`src/sv/skl_pkg.sv`:
```
// ----------------------------------------------------------------------------
// skl_pkg
// Shared types and codes for the sorted key list.
// ----------------------------------------------------------------------------
package skl_pkg;

  localparam int unsigned KEY_W = 32;
  localparam int unsigned ACT_W = 3;
  localparam int unsigned STS_W = 3;

  typedef enum logic [ACT_W-1:0] {
    ACT_INSERT    = 3'd0,
    ACT_REMOVE    = 3'd1,
    ACT_SEARCH    = 3'd2,
    ACT_LIST_ASC  = 3'd3,
    ACT_LIST_DESC = 3'd4
  } action_t;

  typedef enum logic [STS_W-1:0] {
    ST_INSERTED  = 3'd0,
    ST_REMOVED   = 3'd1,
    ST_FOUND     = 3'd2,
    ST_NOT_FOUND = 3'd3,
    ST_FULL      = 3'd4,
    ST_ENTRY     = 3'd5,
    ST_EMPTY     = 3'd6
  } status_t;

  typedef enum logic [1:0] {
    S_IDLE,
    S_OP,
    S_LIST
  } state_t;

  // controller to datapath
  typedef struct packed {
    logic load_req;
    logic commit;
    logic list_step;
  } cmd_t;

  // datapath to controller
  typedef struct packed {
    logic act_ok;
    logic list_go;
    logic out_free;
    logic pos_tag;
    logic list_last;
  } sts_t;

endpackage

```
`src/sv/skl_ctrl.sv`:
```
// ----------------------------------------------------------------------------
// skl_ctrl
// Request sequencer: accept, commit one operation, then step a listing.
// ----------------------------------------------------------------------------
module skl_ctrl
  import skl_pkg::*;
(
  input  logic clk,
  input  logic rst_n,
  input  logic in_tvalid,
  output logic in_tready,
  input  sts_t sts,
  output cmd_t cmd
);

  state_t state_r, state_nxt;

  always_ff @(posedge clk) begin
    if (!rst_n) begin
      state_r <= S_IDLE;
    end else begin
      state_r <= state_nxt;
    end
  end

  always_comb begin
    state_nxt = state_r;
    cmd       = '0;
    in_tready = 1'b0;
    case (state_r)
      S_IDLE: begin
        in_tready = 1'b1;
        if (in_tvalid) begin
          cmd.load_req = 1'b1;
          if (sts.act_ok) begin
            state_nxt = S_OP;
          end
        end
      end
      S_OP: begin
        if (sts.out_free) begin
          cmd.commit = 1'b1;
          state_nxt  = sts.list_go ? S_LIST : S_IDLE;
        end
      end
      S_LIST: begin
        if (!sts.pos_tag || sts.out_free) begin
          cmd.list_step = 1'b1;
          if (sts.pos_tag && sts.list_last) begin
            state_nxt = S_IDLE;
          end
        end
      end
      default: begin
        state_nxt = S_IDLE;
      end
    endcase
  end

endmodule

```
`config.mk`:
```
export PLATFORM = sky130hd
export DESIGN_NAME = skl_ctrl
export DESIGN_NICKNAME = d
export VERILOG_FILES = /design/src/sv/skl_pkg.sv /design/src/sv/skl_ctrl.sv
export SDC_FILE = /design/constraint.sdc
export NUM_CORES = 1
export LEC_CHECK = 0
export ABC_CLOCK_PERIOD_IN_PS = 1200
export BUFFER_PORTS_ARGS = -buffer_cell sky130_fd_sc_hd__buf_2
export CORE_AREA = 2 2 39 41
export DETAILED_ROUTE_END_ITERATION = 6
export DIE_AREA = 0 0 41 43
export PLACE_DENSITY = 0.32
export SKIP_LAST_GASP = 1
export SLEW_MARGIN = 10
export SYNTH_ARGS = -nofsm -noshare
export SYNTH_HDL_FRONTEND = slang
export SYNTH_SLANG_ARGS = --single-unit
```
`constraint.sdc`:
```
create_clock -name clk -period 1.2 [get_ports clk]
set_input_delay 0.06 -clock clk [delete_from_list [all_inputs] [get_ports clk]]
set_output_delay 0.06 -clock clk [all_outputs]
set_load 0.005 [all_outputs]
```
# Yosys cells after proc, flatten, opt, wreduce, memory -nomap -nowiden
# Index checks and enable logic that the tools add are counted.
# totals
reg_bits,2
latchBits,0
ramBits,0
mem_bits_ro,0
inputBits,8
output_inout_bits,4
word_cells,27
memories,0
# classes
addsub,0
multipliers,0
div_mod_pow,0
magnitude_cmp,0
n_eq_ne,7
shifts,0
n_mux,14
bitwise_logic,0
reduce_logical,5
# ops
op,count
2-bit two-way mux,6
"2-bit inequality test, second input constant",5
1-bit two-way mux,7
2-bit case mux with 3 select lines,1
5-bit AND reduction,1
"2-bit by 1-bit == test with 1-bit output, second input constant",1
"2-bit == test, second input constant",1
2-bit zero test,1
1-bit logical AND,1
1-bit zero test,1
1-bit logical OR,1

# Longest topological paths before layout
# logic_depth
ltp_word,4
ltp_mapped,3
ltp_nobuf,3

# Worst setup path after synthesis
# Ideal clock, no wire load.
# synth_path
path_kind,register to register
start,register state_r[0]
end,register state_r[1]
arrival_time_ps,712
required_time_ps,1084
path_slack_ps,372
stages_incl_launch_ff,4
path_buffers,0
synth_period_minus_slack_ps,828
cell_sequence,dfxtp_1 nand3b_1 nand3b_1 and3_1
# synth_via
elab_chain_len,3
elab_cells_between_ends,10
classes_between,eq/ne: 7; mux: 1; reduce/logical: 2
# synth_rtl
element,line,source
from (decl),skl_ctrl.sv:16,"state_t state_r, state_nxt;"
from (signal assigned),skl_ctrl.sv:22,state_r <= state_nxt;
2-bit == test (tied with other cells),skl_ctrl.sv:30,case (state_r)
2-bit inequality test (no source line),--,
5-bit AND reduction (no source line),--,
# Several ways; a longest one is shown, not always the timed one.
# A chain may end at the register's enable or synchronous reset.

==> flow_metrics.tcl <==
set metrics [dict create \
    htreeDepth 1 \
    die_width_um 41 \
    io_buffers 11 \
    power.total_w 0.000256 \
    clockPowerShare_pct 58.2 \
    path_delay_family "flip-flops" \
    cts_tree "done" \
    startpoint "state_r[0]" \
    hold_class "in2reg" \
    cts-root-buf "clkbuf_4" \
    p_sw_w 0.0000559 \
    cts.sinks 2 \
    crit_slowest_cell "dfxtp_1" \
    rsz0062_at_grt "false" \
    tightest_slew_ns 0.182 \
    final_common_cell "buf_2" \
    die_h_um 43 \
    cp.buffers_inverters 1 \
    max_slew_margin_pct 87.8 \
    status "finished clean" \
    cp-start-kind "register" \
    timing.rr.start "state_r[0]" \
    cap_viol_max_count 0 \
    gp_congestion 0.591 \
    pin_count 12 \
    grt_max_degree 7 \
    final_core_util_pct 16.3 \
    path_cells "nand2b_1 -> a21oi_1 -> buf_2" \
    top_register "state_r" \
    powerDensity_nw_per_um2 1140 \
    clkSlewWorstSetupHoldPaths_ns 0.03 \
    synth_fp_nets 26 \
    rows 14 \
    grt_use_total_pct 4.90 \
    setup_viol 0 \
    hpwlAfterDp_um 310 \
    largest_reg_flops 2 \
    cts_buffers 3 \
    drt-wirelength-per-cell_um 7.79 \
    peakVddDrop_v 0.000112 \
    grt_antenna_before_repair 0 \
    worstSetupEndpointType "output port" \
    p_leak_nw 0.121 \
    clk_latency_ns 0.22 \
    wl_um 374 \
    postCtsSetupRepairBufs 0 \
    netlist_area_sq_um 128 \
    synth_cell_types 12 \
    first_iter_violations 0 \
    grt_pass1_vias 150 \
    gr-total-overflow 0 \
    slowest_delay_ns 0.34 \
    pwr-share-seq_pct 28.3 \
    finalHoldViolCount 0 \
    drtPass1Iterations 1 \
    diodes 0 \
    cts_buffer_depth 2 \
    layout-drive-gt1-share_pct 43.8 \
    switching_share_pct 21.8 \
    clock-skew-final_ns 0.000399 \
    ant_nets 0 \
    fin_crit_sh_pct 85.6 \
    syn_avg_cell_area_sq_um 7.09 \
    avgViaCountPerCell 3.33 \
    layout_common_cells "11 x buf_2, 3 x clkbuf_4" \
    ys_warn_count 0 \
    fmax_mhz 974 \
    crit_fanout 6 \
    synth_seq_cells 2 \
    finalSetupTns_ns 0 \
    syn_inst 18 \
    min_from "rst_n" \
    combPwrFrac_pct 13.5 \
    layout_min_cycle_time_ns 1.03 \
    via_count 160 \
    seq_area_frac_synth_pct 31.4 \
    reg_top3 "state_r (2)" \
    syn_to_final_growth_pct 76.5 \
    die_area_sq_um 1760 \
    cp.arrival_ns 0.97 \
    cts_hold_buffers 0 \
    nets 42 \
    critPathKind "reg2out" \
    worstPathRequired_ns 1.14 \
    drc 0 \
    ctsResizeCount 0 \
    p_int_w 0.000200 \
    grt_pass1_wl_um 579 \
    start_util_pct 9.22 \
    slew_viol_final 0 \
    fillers 165 \
    core_sq_um 1380 \
]
## Yosys cell counts
cell,count,area share (%)
nand2_1,2,5.9
nor2_1,2,5.9
a21oi_1,1,3.9
dfxtp_1,2,31
nand2b_1,1,4.9
o21ai_0,1,3.9
and3b_1,1,6.9
inv_1,2,5.9
and2_1,1,4.9
nand3b_1,2,12
o22ai_1,1,4.9
and3_1,2,9.8
## worst paths after layout
kind	cells past startpoint	to	slack, ns
max	3	cmd[0]	0.17
min	2	state_r[1]	0.08
max reg2reg	3	state_r[1]	0.28
min reg2reg	1	state_r[0]	0.58
## worst register-to-register path, delay by kind of cell, from the launching register on
kind          cells  cell delay [ns]
simple gates      3             0.40
flops             1             0.40
## metrics by stage
stage	area (sq um)	std cells	setup WS [ns]	hold WS, ns
3_5_place_dp	203	45	0.294	0.313
4_1_cts	225	48	0.152	0.0669
3_3_place_gp	203	45	0.311	0.306
5_1_grt	225	48	0.104	0.0831
6_report	225	48	0.173	0.0834
2_1_floorplan	128	18	0.372	0.171
## power by group through the flow
stage	sequential [W]	combinational, W	clock [W]
after floorplan	0.0000725	0.0000149	0
after global placement	0.0000734	0.0000347	0
after detailed placement	0.0000733	0.0000353	0
after CTS	0.0000726	0.0000352	0.000163
after global routing	0.0000730	0.0000398	0.000165
final	0.0000726	0.0000346	0.000149
## routing by layer
metal | track usage [%] | wire length, um | vias to the layer above
li1 | - | - | 89
met3 | 0 | 25 | 0
met5 | 0 | 0 | -
met4 | 6.00 | 0 | 0
met2 | 6.56 | 188 | 5
met1 | 6.05 | 159 | 66
## cell type report
cell class,instances,area (sq um),area share (%)
Inverter,2,7.51,3.33
Multi-Input combinational cell,14,80.1,35.6
Timing Repair Buffer,11,55.1,24.4
Tap cell,16,20.0,8.89
Sequential cell,2,40.0,17.8
Clock buffer,3,22.5,10.0
## cell families after synthesis
group                  share of synthesized area, %
AO/OA/AOI/OAI                                  12.7
AND/OR/NAND/NOR                                50.0
flip-flops                                     31.4
buffers and inverters                          5.88
Power figures use the tool's default switching activity.
